`config.mk`:
```
export PLATFORM = sky130hd
export DESIGN_NAME = keypad_calculator_engine
export DESIGN_NICKNAME = d
export VERILOG_FILES = /design/src/design/kce_pkg.sv /design/src/design/kce_muldiv.sv /design/src/design/keypad_calculator_engine.sv
export SDC_FILE = /design/constraint.sdc
export NUM_CORES = 2
export LEC_CHECK = 0
export BUFFER_PORTS_ARGS = -buffer_cell sky130_fd_sc_hd__buf_4
export CAP_MARGIN = 20
export CORE_ASPECT_RATIO = 0.8
export CORE_MARGIN = 2
export CORE_UTILIZATION = 50
export DETAILED_ROUTE_END_ITERATION = 6
export PLACE_DENSITY_LB_ADDON = 0.2
export SYNTH_ARGS = -nofsm -noshare
export SYNTH_HDL_FRONTEND = slang
export SYNTH_SLANG_ARGS = --single-unit
```
`constraint.sdc`:
```
create_clock -name i_clk -period 11.82 [get_ports i_clk]
set_input_delay 2.364 -clock i_clk [delete_from_list [all_inputs] [get_ports i_clk]]
set_output_delay 2.364 -clock i_clk [all_outputs]
set_load 0.005 [all_outputs]
```
`src/design/kce_pkg.sv`:
```
// Shared codes and handshake structs for the keypad calculator engine.
// Used by keypad_calculator_engine, kce_muldiv and the testbench. No dependencies.
package kce_pkg;

    // Key codes, also used as operator codes in the pending/previous registers
    localparam logic [2:0] OP_DIGIT  = 3'd0;
    localparam logic [2:0] OP_PLUS   = 3'd1;
    localparam logic [2:0] OP_MINUS  = 3'd2;
    localparam logic [2:0] OP_TIMES  = 3'd3;
    localparam logic [2:0] OP_DIVIDE = 3'd4;
    localparam logic [2:0] OP_POWER  = 3'd5;
    localparam logic [2:0] OP_EQUALS = 3'd6;
    localparam logic [2:0] OP_CLEAR  = 3'd7;

    // Pending operator with nothing pending
    localparam logic [2:0] PEND_NONE = 3'd0;

    // Status codes
    localparam logic [1:0] ST_OK  = 2'd0;
    localparam logic [1:0] ST_OVF = 2'd1;
    localparam logic [1:0] ST_DZ  = 2'd2;

    // Command to the serial multiply/divide unit
    typedef struct packed {
        logic start;
        logic is_div;
        logic neg;
    } t_md_cmd;

    // Status back from the serial multiply/divide unit
    typedef struct packed {
        logic done;
        logic ovf;
    } t_md_sts;

endpackage

```
`src/design/kce_muldiv.sv`:
```
// Bit-serial fixed point multiply and restoring divide on magnitudes, with
// saturation to the signed range. Depends on kce_pkg.
module kce_muldiv import kce_pkg::*; #(
    parameter int W    = 64,
    parameter int FRAC = 16
) (
    input  logic         i_clk,
    input  logic         i_rst_n,
    input  t_md_cmd      i_cmd,
    input  logic [W-1:0] i_a,
    input  logic [W-1:0] i_b,
    output t_md_sts      o_sts,
    output logic [W-1:0] o_res
);

    localparam int NW = W + FRAC;
    localparam int CNW = $clog2(NW + 1);

    typedef enum logic [1:0] {U_IDLE, U_MUL, U_DIV, U_FIN} t_ustate;

    t_ustate            r_state;
    logic [CNW-1:0]     r_cnt;
    logic               r_is_div;
    logic               r_neg;
    logic [W-1:0]       r_a;
    logic [W-1:0]       r_b;
    logic [2*W-1:0]     r_acc;
    logic [NW-1:0]      r_num;
    logic [W-1:0]       r_rem;
    logic [W-1:0]       r_res;
    logic               r_done;
    logic               r_ovf;

    logic [W:0]         n_sum;
    logic [W:0]         n_rr;
    logic               n_ge;
    logic [W:0]         n_diff;
    logic [2*W-1:0]     n_q;
    logic [2*W-1:0]     n_lim;
    logic               n_ovf;

    // One add per step for multiply, one compare/subtract per step for divide
    always_comb begin
        n_sum  = {1'b0, r_acc[2*W-1:W]} + (r_b[0] ? {1'b0, r_a} : {(W+1){1'b0}});
        n_rr   = {r_rem, r_num[NW-1]};
        n_ge   = n_rr >= {1'b0, r_b};
        n_diff = n_rr - {1'b0, r_b};
        n_q    = r_is_div ? r_acc : (r_acc >> FRAC);
        n_lim  = {{(2*W-1){1'b0}}, 1'b1} << (W-1);
        if (!r_neg) begin
            n_lim = n_lim - 1'b1;
        end
        n_ovf  = n_q > n_lim;
    end

    always_ff @(posedge i_clk) begin
        r_done <= 1'b0;
        if (!i_rst_n) begin
            r_state <= U_IDLE;
            r_cnt   <= '0;
        end else begin
            unique case (r_state)
                U_IDLE: begin
                    if (i_cmd.start) begin
                        r_is_div <= i_cmd.is_div;
                        r_neg    <= i_cmd.neg;
                        r_a      <= i_a;
                        r_b      <= i_b;
                        r_acc    <= '0;
                        r_rem    <= '0;
                        r_num    <= NW'(i_a) << FRAC;
                        r_cnt    <= i_cmd.is_div ? CNW'(NW) : CNW'(W);
                        r_state  <= i_cmd.is_div ? U_DIV : U_MUL;
                    end
                end
                U_MUL: begin
                    // Shift-add, multiplier bits from the low end
                    r_acc   <= {n_sum, r_acc[W-1:1]};
                    r_b     <= r_b >> 1;
                    r_cnt   <= r_cnt - 1'b1;
                    if (r_cnt == CNW'(1)) begin
                        r_state <= U_FIN;
                    end
                end
                U_DIV: begin
                    // Restoring divide, one quotient bit per cycle
                    r_rem   <= n_ge ? n_diff[W-1:0] : n_rr[W-1:0];
                    r_num   <= r_num << 1;
                    r_acc   <= {r_acc[2*W-2:0], n_ge};
                    r_cnt   <= r_cnt - 1'b1;
                    if (r_cnt == CNW'(1)) begin
                        r_state <= U_FIN;
                    end
                end
                U_FIN: begin
                    // Saturate or apply sign
                    r_ovf  <= n_ovf;
                    if (n_ovf) begin
                        r_res <= r_neg ? {1'b1, {(W-1){1'b0}}} : {1'b0, {(W-1){1'b1}}};
                    end else begin
                        r_res <= r_neg ? (~n_q[W-1:0] + 1'b1) : n_q[W-1:0];
                    end
                    r_done  <= 1'b1;
                    r_state <= U_IDLE;
                end
                default: r_state <= U_IDLE;
            endcase
        end
    end

    assign o_sts.done = r_done;
    assign o_sts.ovf  = r_ovf;
    assign o_res      = r_res;

endmodule

```
`src/design/keypad_calculator_engine.sv`:
```
// Keypad calculator engine: one key press in, one display result out.
// Times and divide use the serial kce_muldiv unit; power repeats serial multiplies,
// up to MAX_POWER_STEPS. One key in flight at a time; a stalled result holds the
// engine until the output register is free.
// Synchronous active-low reset clears entry, running result, operators, shown value
// and output valid.
module keypad_calculator_engine import kce_pkg::*; #(
    parameter int VALUE_BITS      = 64,
    parameter int FRAC_BITS       = 16,
    parameter int MAX_POWER_STEPS = 64
) (
    input  logic                  i_clk,
    input  logic                  i_rst_n,
    input  logic                  i_in_valid,
    output logic                  o_in_ready,
    input  logic [2:0]            i_op,
    input  logic [3:0]            i_digit,
    output logic                  o_out_valid,
    input  logic                  i_out_ready,
    output logic [VALUE_BITS-1:0] o_display_value,
    output logic                  o_display_changed,
    output logic [1:0]            o_status
);

    localparam int W  = VALUE_BITS;
    localparam int XW = W + 5;
    localparam int CW = $clog2(MAX_POWER_STEPS + 1);
    localparam logic [W-1:0] VMAX = {1'b0, {(W-1){1'b1}}};
    localparam logic [W-1:0] VMIN = {1'b1, {(W-1){1'b0}}};

    typedef enum logic [3:0] {
        S_IDLE, S_DECODE, S_DIG1, S_DIG2, S_APPLY, S_ADD, S_MD,
        S_PINIT, S_PLOOP, S_PWAIT, S_FIN, S_OUT
    } t_state;

    function automatic logic [W-1:0] f_mag(input logic [W-1:0] x);
        f_mag = x[W-1] ? (~x + 1'b1) : x;
    endfunction

    function automatic logic f_ovf(input logic neg, input logic [XW-1:0] m);
        logic [XW-1:0] lim;
        lim = {{(XW-1){1'b0}}, 1'b1} << (W-1);
        if (!neg) begin
            lim = lim - 1'b1;
        end
        f_ovf = m > lim;
    endfunction

    function automatic logic [W-1:0] f_val(input logic neg, input logic [XW-1:0] m);
        if (f_ovf(neg, m)) begin
            f_val = neg ? VMIN : VMAX;
        end else begin
            f_val = neg ? (~m[W-1:0] + 1'b1) : m[W-1:0];
        end
    endfunction

    // Sign-magnitude add; returns {overflow, value}
    function automatic logic [W:0] f_addsm(input logic na, input logic [XW-1:0] ma,
                                           input logic nb, input logic [XW-1:0] mb);
        logic          neg;
        logic [XW-1:0] m;
        if (na == nb) begin
            m   = ma + mb;
            neg = na;
        end else if (ma >= mb) begin
            m   = ma - mb;
            neg = na;
        end else begin
            m   = mb - ma;
            neg = nb;
        end
        f_addsm = {f_ovf(neg, m), f_val(neg, m)};
    endfunction

    t_state          r_state;
    logic [W-1:0]    r_entry;
    logic [W-1:0]    r_run;
    logic [W-1:0]    r_shown;
    logic [2:0]      r_pend;
    logic [2:0]      r_prev;
    logic [2:0]      r_key;
    logic [3:0]      r_digit;
    logic [2:0]      r_kind;
    logic [W-1:0]    r_opa;
    logic [W-1:0]    r_opb;
    logic [W-1:0]    r_res;
    logic [1:0]      r_st;
    logic            r_chg;
    logic [CW-1:0]   r_cnt;
    logic            r_sat;
    logic            r_go;
    logic            r_is_div;
    logic [W-1:0]    r_ua;
    logic [W-1:0]    r_ub;
    logic            r_uneg;
    logic            r_out_valid;
    logic [W-1:0]    r_disp;
    logic            r_ochg;
    logic [1:0]      r_ost;

    t_md_cmd         s_cmd;
    t_md_sts         s_sts;
    logic [W-1:0]    s_md_res;

    logic [3:0]      n_dsat;
    logic [XW-1:0]   n_m10;
    logic [W:0]      n_dig;
    logic [W:0]      n_add;
    logic [W-1:0]    n_pn;
    logic [CW-1:0]   n_pcnt;
    logic [XW-1:0]   n_one;

    assign s_cmd.start  = r_go;
    assign s_cmd.is_div = r_is_div;
    assign s_cmd.neg    = r_uneg;

    kce_muldiv #(.W(W), .FRAC(FRAC_BITS)) u_muldiv (
        .i_clk   (i_clk),
        .i_rst_n (i_rst_n),
        .i_cmd   (s_cmd),
        .i_a     (r_ua),
        .i_b     (r_ub),
        .o_sts   (s_sts),
        .o_res   (s_md_res)
    );

    // Narrow arithmetic for digit entry, add/subtract and power setup
    always_comb begin
        n_dsat = (r_digit > 4'd9) ? 4'd9 : r_digit;
        n_m10  = (XW'(f_mag(r_entry)) << 3) + (XW'(f_mag(r_entry)) << 1);
        n_dig  = f_addsm(r_res[W-1], XW'(f_mag(r_res)), 1'b0, XW'(n_dsat) << FRAC_BITS);
        n_add  = f_addsm(r_opa[W-1], XW'(f_mag(r_opa)),
                         r_opb[W-1] ^ (r_kind == OP_MINUS), XW'(f_mag(r_opb)));
        n_pn   = r_opb[W-1] ? '0 : (r_opb >> FRAC_BITS);
        if (n_pn > W'(MAX_POWER_STEPS)) begin
            n_pcnt = (n_pn[0] ^ MAX_POWER_STEPS[0]) ? CW'(MAX_POWER_STEPS - 1)
                                                     : CW'(MAX_POWER_STEPS);
        end else begin
            n_pcnt = n_pn[CW-1:0];
        end
        n_one  = {{(XW-1){1'b0}}, 1'b1} << FRAC_BITS;
    end

    always_ff @(posedge i_clk) begin
        r_go <= 1'b0;
        if (!i_rst_n) begin
            r_state     <= S_IDLE;
            r_entry     <= '0;
            r_run       <= '0;
            r_shown     <= '0;
            r_pend      <= PEND_NONE;
            r_prev      <= PEND_NONE;
            r_out_valid <= 1'b0;
            r_sat       <= 1'b0;
            r_cnt       <= '0;
        end else begin
            if (r_out_valid && i_out_ready) begin
                r_out_valid <= 1'b0;
            end
            unique case (r_state)
                S_IDLE: begin
                    if (i_in_valid) begin
                        r_key   <= i_op;
                        r_digit <= i_digit;
                        r_state <= S_DECODE;
                    end
                end
                S_DECODE: begin
                    r_st  <= ST_OK;
                    r_chg <= 1'b1;
                    r_opa <= r_run;
                    r_opb <= r_entry;
                    unique case (r_key)
                        OP_DIGIT: begin
                            // A digit after equals starts a new calculation
                            if (r_pend == OP_EQUALS) begin
                                r_entry <= '0;
                                r_run   <= '0;
                                r_pend  <= PEND_NONE;
                            end
                            r_state <= S_DIG1;
                        end
                        OP_EQUALS: begin
                            r_pend <= OP_EQUALS;
                            if (r_pend == OP_EQUALS) begin
                                r_kind <= r_prev;
                                if (r_prev == PEND_NONE) begin
                                    r_res   <= '0;
                                    r_state <= S_FIN;
                                end else begin
                                    r_state <= S_APPLY;
                                end
                            end else if (r_pend != PEND_NONE) begin
                                r_kind  <= r_pend;
                                r_state <= S_APPLY;
                            end else begin
                                r_res   <= r_run;
                                r_state <= S_FIN;
                            end
                        end
                        OP_CLEAR: begin
                            r_entry <= '0;
                            r_run   <= '0;
                            r_shown <= '0;
                            r_pend  <= PEND_NONE;
                            r_prev  <= PEND_NONE;
                            r_state <= S_OUT;
                        end
                        default: begin
                            // Operator key: fold what is pending
                            r_chg   <= 1'b0;
                            r_entry <= '0;
                            r_pend  <= r_key;
                            r_prev  <= r_key;
                            r_kind  <= r_pend;
                            if (r_pend == PEND_NONE) begin
                                r_res   <= r_entry;
                                r_state <= S_FIN;
                            end else if (r_pend == OP_EQUALS) begin
                                r_res   <= r_run;
                                r_state <= S_FIN;
                            end else begin
                                r_state <= S_APPLY;
                            end
                        end
                    endcase
                end
                S_DIG1: begin
                    // entry * 10, saturated
                    r_res <= f_val(r_entry[W-1], n_m10);
                    if (f_ovf(r_entry[W-1], n_m10)) begin
                        r_st <= ST_OVF;
                    end
                    r_state <= S_DIG2;
                end
                S_DIG2: begin
                    r_entry <= n_dig[W-1:0];
                    r_shown <= n_dig[W-1:0];
                    if (n_dig[W]) begin
                        r_st <= ST_OVF;
                    end
                    r_state <= S_OUT;
                end
                S_APPLY: begin
                    r_uneg   <= r_opa[W-1] ^ r_opb[W-1];
                    r_ua     <= f_mag(r_opa);
                    r_ub     <= f_mag(r_opb);
                    r_is_div <= (r_kind == OP_DIVIDE);
                    unique case (r_kind) inside
                        OP_PLUS, OP_MINUS: r_state <= S_ADD;
                        OP_TIMES: begin
                            r_go    <= 1'b1;
                            r_state <= S_MD;
                        end
                        OP_DIVIDE: begin
                            if (r_opb == '0) begin
                                r_st    <= ST_DZ;
                                r_res   <= r_opa[W-1] ? VMIN : ((r_opa == '0) ? '0 : VMAX);
                                r_state <= S_FIN;
                            end else begin
                                r_go    <= 1'b1;
                                r_state <= S_MD;
                            end
                        end
                        OP_POWER: r_state <= S_PINIT;
                        default: begin
                            r_res   <= '0;
                            r_state <= S_FIN;
                        end
                    endcase
                end
                S_ADD: begin
                    r_res <= n_add[W-1:0];
                    if (n_add[W]) begin
                        r_st <= ST_OVF;
                    end
                    r_state <= S_FIN;
                end
                S_MD: begin
                    if (s_sts.done) begin
                        r_res <= s_md_res;
                        if (s_sts.ovf) begin
                            r_st <= ST_OVF;
                        end
                        r_state <= S_FIN;
                    end
                end
                S_PINIT: begin
                    // Start from 1.0 and a capped, parity-kept count
                    r_res <= f_val(1'b0, n_one);
                    if (f_ovf(1'b0, n_one)) begin
                        r_st <= ST_OVF;
                    end
                    r_cnt   <= n_pcnt;
                    r_sat   <= 1'b0;
                    r_state <= S_PLOOP;
                end
                S_PLOOP: begin
                    if (r_cnt == '0) begin
                        r_state <= S_FIN;
                    end else if (r_sat) begin
                        // Saturated: flip sign per negative factor
                        if (r_opa[W-1]) begin
                            r_res <= (r_res == VMAX) ? VMIN : VMAX;
                        end
                        r_cnt <= r_cnt - 1'b1;
                    end else begin
                        r_ua     <= f_mag(r_res);
                        r_uneg   <= r_res[W-1] ^ r_opa[W-1];
                        r_ub     <= f_mag(r_opa);
                        r_is_div <= 1'b0;
                        r_go     <= 1'b1;
                        r_state  <= S_PWAIT;
                    end
                end
                S_PWAIT: begin
                    if (s_sts.done) begin
                        r_res <= s_md_res;
                        if (s_sts.ovf) begin
                            r_sat <= 1'b1;
                            r_st  <= ST_OVF;
                        end
                        r_cnt   <= r_cnt - 1'b1;
                        r_state <= S_PLOOP;
                    end
                end
                S_FIN: begin
                    r_run <= r_res;
                    if (r_key == OP_EQUALS) begin
                        r_shown <= r_res;
                    end
                    r_state <= S_OUT;
                end
                S_OUT: begin
                    // Hold until the output register is free
                    if (!r_out_valid || i_out_ready) begin
                        r_disp      <= r_shown;
                        r_ochg      <= r_chg;
                        r_ost       <= r_st;
                        r_out_valid <= 1'b1;
                        r_state     <= S_IDLE;
                    end
                end
                default: r_state <= S_IDLE;
            endcase
        end
    end

    assign o_in_ready        = (r_state == S_IDLE);
    assign o_out_valid       = r_out_valid;
    assign o_display_value   = r_disp;
    assign o_display_changed = r_ochg;
    assign o_status          = r_ost;

`ifndef ASSERT_OFF
    a_one_in_flight: assert property (@(posedge i_clk) disable iff (!i_rst_n)
        (i_in_valid && o_in_ready) |=> !o_in_ready)
        else $error("second transaction accepted while one is in flight");
    a_pend_code: assert property (@(posedge i_clk) disable iff (!i_rst_n)
        r_pend != OP_CLEAR)
        else $error("clear key stored as pending operator");
    a_unit_done: assert property (@(posedge i_clk) disable iff (!i_rst_n)
        s_sts.done |-> (r_state == S_MD || r_state == S_PWAIT))
        else $error("serial unit finished with no operation waiting");
    a_status_code: assert property (@(posedge i_clk) disable iff (!i_rst_n)
        o_out_valid |-> (o_status == ST_OK || o_status == ST_OVF || o_status == ST_DZ))
        else $error("undefined status code");
    a_out_stable: assert property (@(posedge i_clk) disable iff (!i_rst_n)
        (o_out_valid && !i_out_ready) |=> (o_out_valid && $stable(o_display_value)
            && $stable(o_display_changed) && $stable(o_status)))
        else $error("result transaction changed while stalled");
`endif

endmodule

```
Word level (Yosys, flattened, before mapping)
Cells that the tools add are included.
{ "word_totals": {"regBits": 1091, "in_bits": 11, "output_inout_bits": 69, "elab_cells": 329} }
{ "op_classes": {"n_addsub": 19, "n_lt_le_gt_ge": 10, "eq_ne": 58, "n_mux": 138, "bitwise_logic": 13, "n_reduce_logical": 54} }
{ "op_table": {"columns": ["operator", "count"], "rows": [
  ["$mux W64", 43],
  ["$pmux W64 S2", 10],
  ["$mux W69", 8],
  ["$add A64 B1 Y64 const B", 8],
  ["$not A64 Y64", 8],
  ["$pmux W64 S7", 1],
  ["$pmux W128 S3", 1],
  ["$mux W128", 2],
  ["$pmux W64 S3", 1],
  ["$pmux W80 S2", 1],
  ["$gt A69 B69 Y1", 2],
  ["$sub A64 B64 Y65", 2],
  ["$gt A128 B128 Y1", 1],
  ["$logic_not A64 Y1", 2],
  ["$mux W63", 2],
  ["$mux W80", 1],
  ["$gt A17 B69 Y1 const A", 1],
  ["$gt A68 B69 Y1", 1],
  ["$add A67 B65 Y68", 1],
  ["$add A64 B20 Y65", 1],
  ["$add A64 B64 Y65", 1],
  ["$add A64 B65 Y65", 1],
  ["$ge A65 B64 Y1", 1],
  ["$sub A20 B64 Y65", 1],
  ["61 further kinds", 191]
]} }

Longest topological paths before layout
{ "depth": {"ltp_word": 11, "mapped_depth": 54, "mapped_depth_nobuf": 45} }

Modules after synthesis
Synthesis repeated with hierarchy kept, for this count alone.
{ "unflattened": {"cells_unflattened": 11286, "hier_area_um2": 93633.6} }
{ "by_module_without_submodules": {"columns": ["mod", "n_inst", "cells_per_inst", "area_each_um2", "seq_area_each_um2"], "rows": [
  ["keypad_calculator_engine", 1, 8090, 62304.8, 16315.6],
  ["kce_muldiv", 1, 3196, 31328.8, 13743.2]
]} }

Worst setup path before layout
OpenSTA, ideal clock, no wires.
{ "synth_timing": {"path_type": "register to register", "startpoint": "reg r_opb[0]", "endpoint": "reg r_res[43] (data pin)", "setup_time_ns": 0.256, "arrival_time_ns": 12.409, "required_time_ns": 11.564, "setup_slack_ns": -0.845, "stages_incl_launch_ff": 51, "period_less_slack_ns": 12.665, "cell_sequence": "edfxtp_1 inv_1 ha_1 nand2_1 or3_1 or2_2 or3_1 nand2b_1 nor3_1 nand3_1 nand3b_1 or3_1 nand2b_1 o41ai_1 xor2_1 inv_1 ha_1 clkbuf_1 [15 not listed] a21o_1 a21o_1 a21o_1 a21o_1 a21o_1 a221oi_1 o21ai_0 a221o_1 a21oi_1 a31oi_1 or4_1 clkbuf_1 clkbuf_1 clkbuf_1 o21ai_0 o21ai_0 a221o_1 o22a_1"} }
{ "synth_via": {"elab_chain_len": 11, "word_cells_on_any_way": 19, "classes_between": "add/sub (5); order compare (2); mux (10); bitwise (2)"} }
{ "synth_rtl": {"columns": ["item", "line", "text"], "rows": [
  ["start, declared", "keypad_calculator_engine.sv:85", "logic [W-1:0] r_opb;"],
  ["start signal, assigned", "keypad_calculator_engine.sv:172", "r_opb <= r_entry;"],
  ["$not A64 Y64", "keypad_calculator_engine.sv:37", "f_mag = x[W-1] ? (~x + 1'b1) : x;"],
  ["$add A64 B1 Y64", "keypad_calculator_engine.sv:37", null],
  ["$mux W64 *", "keypad_calculator_engine.sv:37", null],
  ["$sub A64 B64 Y65 (tied with other cells)", "keypad_calculator_engine.sv:69", "m = mb - ma;"],
  ["$mux W69", "keypad_calculator_engine.sv:65", "end else if (ma >= mb) begin"],
  ["$mux W69", "keypad_calculator_engine.sv:62", "if (na == nb) begin"],
  ["$not A64 Y64", "keypad_calculator_engine.sv:53", "f_val = neg ? (~m[W-1:0] + 1'b1) : m[W-1:0];"],
  ["$add A64 B1 Y64", "keypad_calculator_engine.sv:53", null],
  ["$mux W64", "keypad_calculator_engine.sv:53", null],
  ["$mux W64 *", "keypad_calculator_engine.sv:50", "if (f_ovf(neg, m)) begin"],
  ["$pmux W64 S7 *", "keypad_calculator_engine.sv:160", "unique case (r_state)"],
  ["end signal, assigned", "keypad_calculator_engine.sv:197", "r_res <= r_run;"],
  ["end signal, assigned", "keypad_calculator_engine.sv:217", "r_res <= r_entry;"],
  ["end signal, assigned", "keypad_calculator_engine.sv:220", "r_res <= r_run;"],
  ["end, declared", "keypad_calculator_engine.sv:86", "logic [W-1:0] r_res;"]
]} }
Mark *: on every way between the ends. The rest lies on a longest branch, timed or not.
A chain may end at the register's enable or synchronous reset.

Final worst setup path
{ "layout_timing": {"startpoint": "reg r_res[0]", "endpoint": "reg r_shown[11]"} }
{ "layout_via": {"elab_chain_len": 11, "word_cells_on_any_way": 19, "classes_between": "add/sub (5); order compare (2); mux (10); bitwise (2)"} }
{ "layout_rtl": {"columns": ["item", "line", "text"], "rows": [
  ["$not A64 Y64", "keypad_calculator_engine.sv:37", null],
  ["$add A64 B1 Y64", "keypad_calculator_engine.sv:37", null],
  ["$mux W64 *", "keypad_calculator_engine.sv:37", null],
  ["$sub A20 B64 Y65 (tied with other cells)", "keypad_calculator_engine.sv:69", null],
  ["$mux W69", "keypad_calculator_engine.sv:65", null],
  ["$mux W69", "keypad_calculator_engine.sv:62", null],
  ["$not A64 Y64", "keypad_calculator_engine.sv:53", null],
  ["$add A64 B1 Y64", "keypad_calculator_engine.sv:53", null],
  ["$mux W64", "keypad_calculator_engine.sv:53", null],
  ["$mux W64 *", "keypad_calculator_engine.sv:50", null],
  ["$pmux W64 S3 *", "keypad_calculator_engine.sv:160", null],
  ["end signal, assigned", "keypad_calculator_engine.sv:238", "r_shown <= n_dig[W-1:0];"],
  ["end signal, assigned", "keypad_calculator_engine.sv:330", "r_shown <= r_res;"],
  ["end, declared", "keypad_calculator_engine.sv:78", "logic [W-1:0] r_shown;"]
]} }
Marks and branches as above.

==> out/qor.yml <==
status:
  run_status: "complete, but fails checks"
  violations: "design-rule violations"
drt:
  vias: 94294
  drtIter0Drc: 15903
  first_pass_iters: 7
  wl_um: 444000
  drc_errors: 4
  wl_per_cell_um: 32.7
  viasPerCell: 6.95
  ant_nets: 0
global_route:
  grt_pass1_vias: 84063
  globalRoute.totalOverflow: 0
  track_usage_pct: 45.9
  grt_max_degree: 140
  grt_pass1_wl_um: 616000
  antenna_found_initial: 50
timing:
  max_slew_margin_pct: 13.7
  setup_violations: 0
  rsz0062_at_grt: "false"
  period_share_pct: 95.9
  clock_skew_ns: 0.0454
  tightest_slew_ns: 1.29
  finalCriticalPeriod_ns: 11.33
  hold_violations: 0
  setup_ws_ns: 0.485
  slew_violations: 0
  setup_tns_ns: 0
  maxClockFrequency_mhz: 88.2
logic_synthesis:
  yosysSeqAreaShare_pct: 33.0
  syn-num-nets: 11487
  netlist_area_mm2: 0.0911
  synth.avg_cell_area_um2: 8.43
  synth_flop_cell: "edfxtp_1"
  ys_types: 117
  syn_inst: 10802
  synth_edf_count: 853
  async_reset_ff_share_pct: 0
  synth-seq-cells: 1075
  yosysWarnings: 0
setup_path:
  critPathMaxFanout: 26
  crit_family: "compound AO/OA/AOI/OAI gates"
  max_stage_delay_ns: 0.72
  critPathMostFrequentCell: "a21o_1"
  worstPathRequired_ns: 12.45
  crit_type: "reg -> reg"
  cp.arrival_ns: 11.96
  crit_path_end_kind: "register"
  path_buf_inv: 4
  crit_path_top_delay_cell: "nor3_2"
  start_kind: "register"
clocking:
  clk_latency_ns: 0.80
  cts.htree.levels: 3
  cts_sinks: 1075
  clockRootBuffer: "clkbuf_16"
  cts_buffers: 113
  cts_tree: "yes"
  cts_buffer_depth: 3
  path_clk_slew_ns: 0.07
layout:
  layout_common_cells: "1172 x a21oi_1, 876 x nand2_1, 853 x edfxtp_1, 829 x nor2_1, 789 x o21ai_0"
  final_common_cell: "a21oi_1"
  fin_nets: 11724
  drive_above_1_share_pct: 12.1
  final_cells: 13574
  post-route-util_pct: 56.3
  areaGrowthSynthToFinish_pct: 12.2
flow_run:
  cap_violations: 0
pwr:
  p_leak_uw: 0.0397
  powerDensity_mw_per_mm2: 330
  power.total_uw: 33700
  ir_drop_v: 0.000304
floorplanning:
  start_util_pct: 50.2
  die_w_um: 481
  rows: 140
  pin_count: 80
  core_mm2: 0.181
  die_h_um: 386
  dieArea_mm2: 0.186
placement:
  gp_congestion: 1.10
  portBuffers: 79
  dp_hpwl_um: 351000
  post-place-ws_ns: 0.176
  dp.cells: 13323
min_path:
  hp-class: "reg -> reg"
-- registers in the layout (all words and copies together) (netlist names), 64 cells and up --
register         cells
r_entry             64
r_res               64
u_muldiv.r_rem      64
o_display_value     64
r_ub                64
r_ua                64
r_opa               64
u_muldiv.r_b        64
u_muldiv.o_res      64
u_muldiv.r_a        64
r_run               64
r_opb               64
u_muldiv.r_num      64
u_muldiv.r_acc     128
r_shown             64
-- layer usage --
metal	up-vias	global-route usage (%)	share of wire, %
met5	-	0.232	0.093
met4	26	25.3	6.8
met3	1130	18.9	16
met2	7000	59.5	37
met1	45300	63.6	40
li1	40838	-	-
-- report_power, final --
group | internal (uW) | switching [uW]
clock network | 2210 | 1720
logic | 7810 | 16100
registers | 4910 | 967
-- layout make-up --
cell class / count / area [um2]
diodes: 25 / 62.6
clock buffers: 135 / 3050
clock inverters: 76 / 958
fillers: 16225 / 79300
inverters: 477 / 1800
multi-input cells: 8627 / 57400
flip-flops and latches: 1075 / 30100
well taps: 2414 / 3020
repair buffers: 745 / 5850
-- what timing repair did --
item / 4_1_cts / 5_1_grt
setup endpoints to repair: 0 / 71
resized for setup: 0 / 35
buffers inserted: 0 / 8
hold buffers: 0 / 0
-- per-stage QoR --
| stage | hold WS [ns] | cell area (um2) |
|---|---|---|
| 2_1_floorplan | 0.400 | 91100 |
| 3_3_place_gp | 0.410 | 97800 |
| 3_5_place_dp | 0.408 | 97800 |
| 4_1_cts | 0.423 | 102000 |
| 5_1_grt | 0.425 | 102000 |
| 6_report | 0.430 | 102000 |
-- path summary, 6_finish.rpt --
check        startpoint           to  slack [ns]  cells past startpoint
min reg2reg     r_st[0]  o_status[0]        0.43                      0
min             r_st[0]  o_status[0]        0.43                      0
max reg2reg    r_res[0]  r_shown[11]        0.49                     37
max            r_res[0]  r_shown[11]        0.49                     37
-- cell families (layout without fill, tap and decap cells) --
family | count (synthesis) | in the layout | synth area share, %
adder cells (fa/ha/maj) | 674 | 674 | 9.32
other | 0 | 25 | 0
AO/OA/AOI/OAI | 3531 | 3531 | 24.5
XOR/XNOR | 527 | 527 | 5.09
buffers and inverters | 1100 | 1433 | 4.64
multiplexers | 293 | 293 | 3.45
flip-flops | 1075 | 1075 | 33.0
AND/OR/NAND/NOR | 3602 | 3602 | 20.0
-- synth_stat cells, drive strengths merged, types with 24 or more instances --
cell type	count	area [um2]
inv	467	1750
a41oi	32	280
o2111ai	34	298
xor2	192	1700
o21ai	802	4020
and4	31	272
ha	666	8330
o31ai	138	1050
or4	93	728
and2	173	1080
xnor2	335	2940
clkbuf	539	2020
mux2i	129	1290
a21o	268	2010
o31a	24	210
a211o	35	307
a221oi	48	420
a31oi	136	851
o41ai	54	548
o21a	72	541
and3	90	563
a21oi	1177	5890
nor2b	201	1260
a22oi	157	1180
edfxtp	853	25600
o211ai	74	561
nor3	305	1560
or2	74	465
nand2	881	3310
nor4	143	961
a211oi	90	691
nor2	839	3160
a2111oi	29	267
o21bai	105	788
nand2b	127	795
nand4	203	1300
nand3	187	936
mux2	164	1850
dfxtp	222	4440
or3	150	948
buf	84	412
Power figures use the tool's default switching activity.
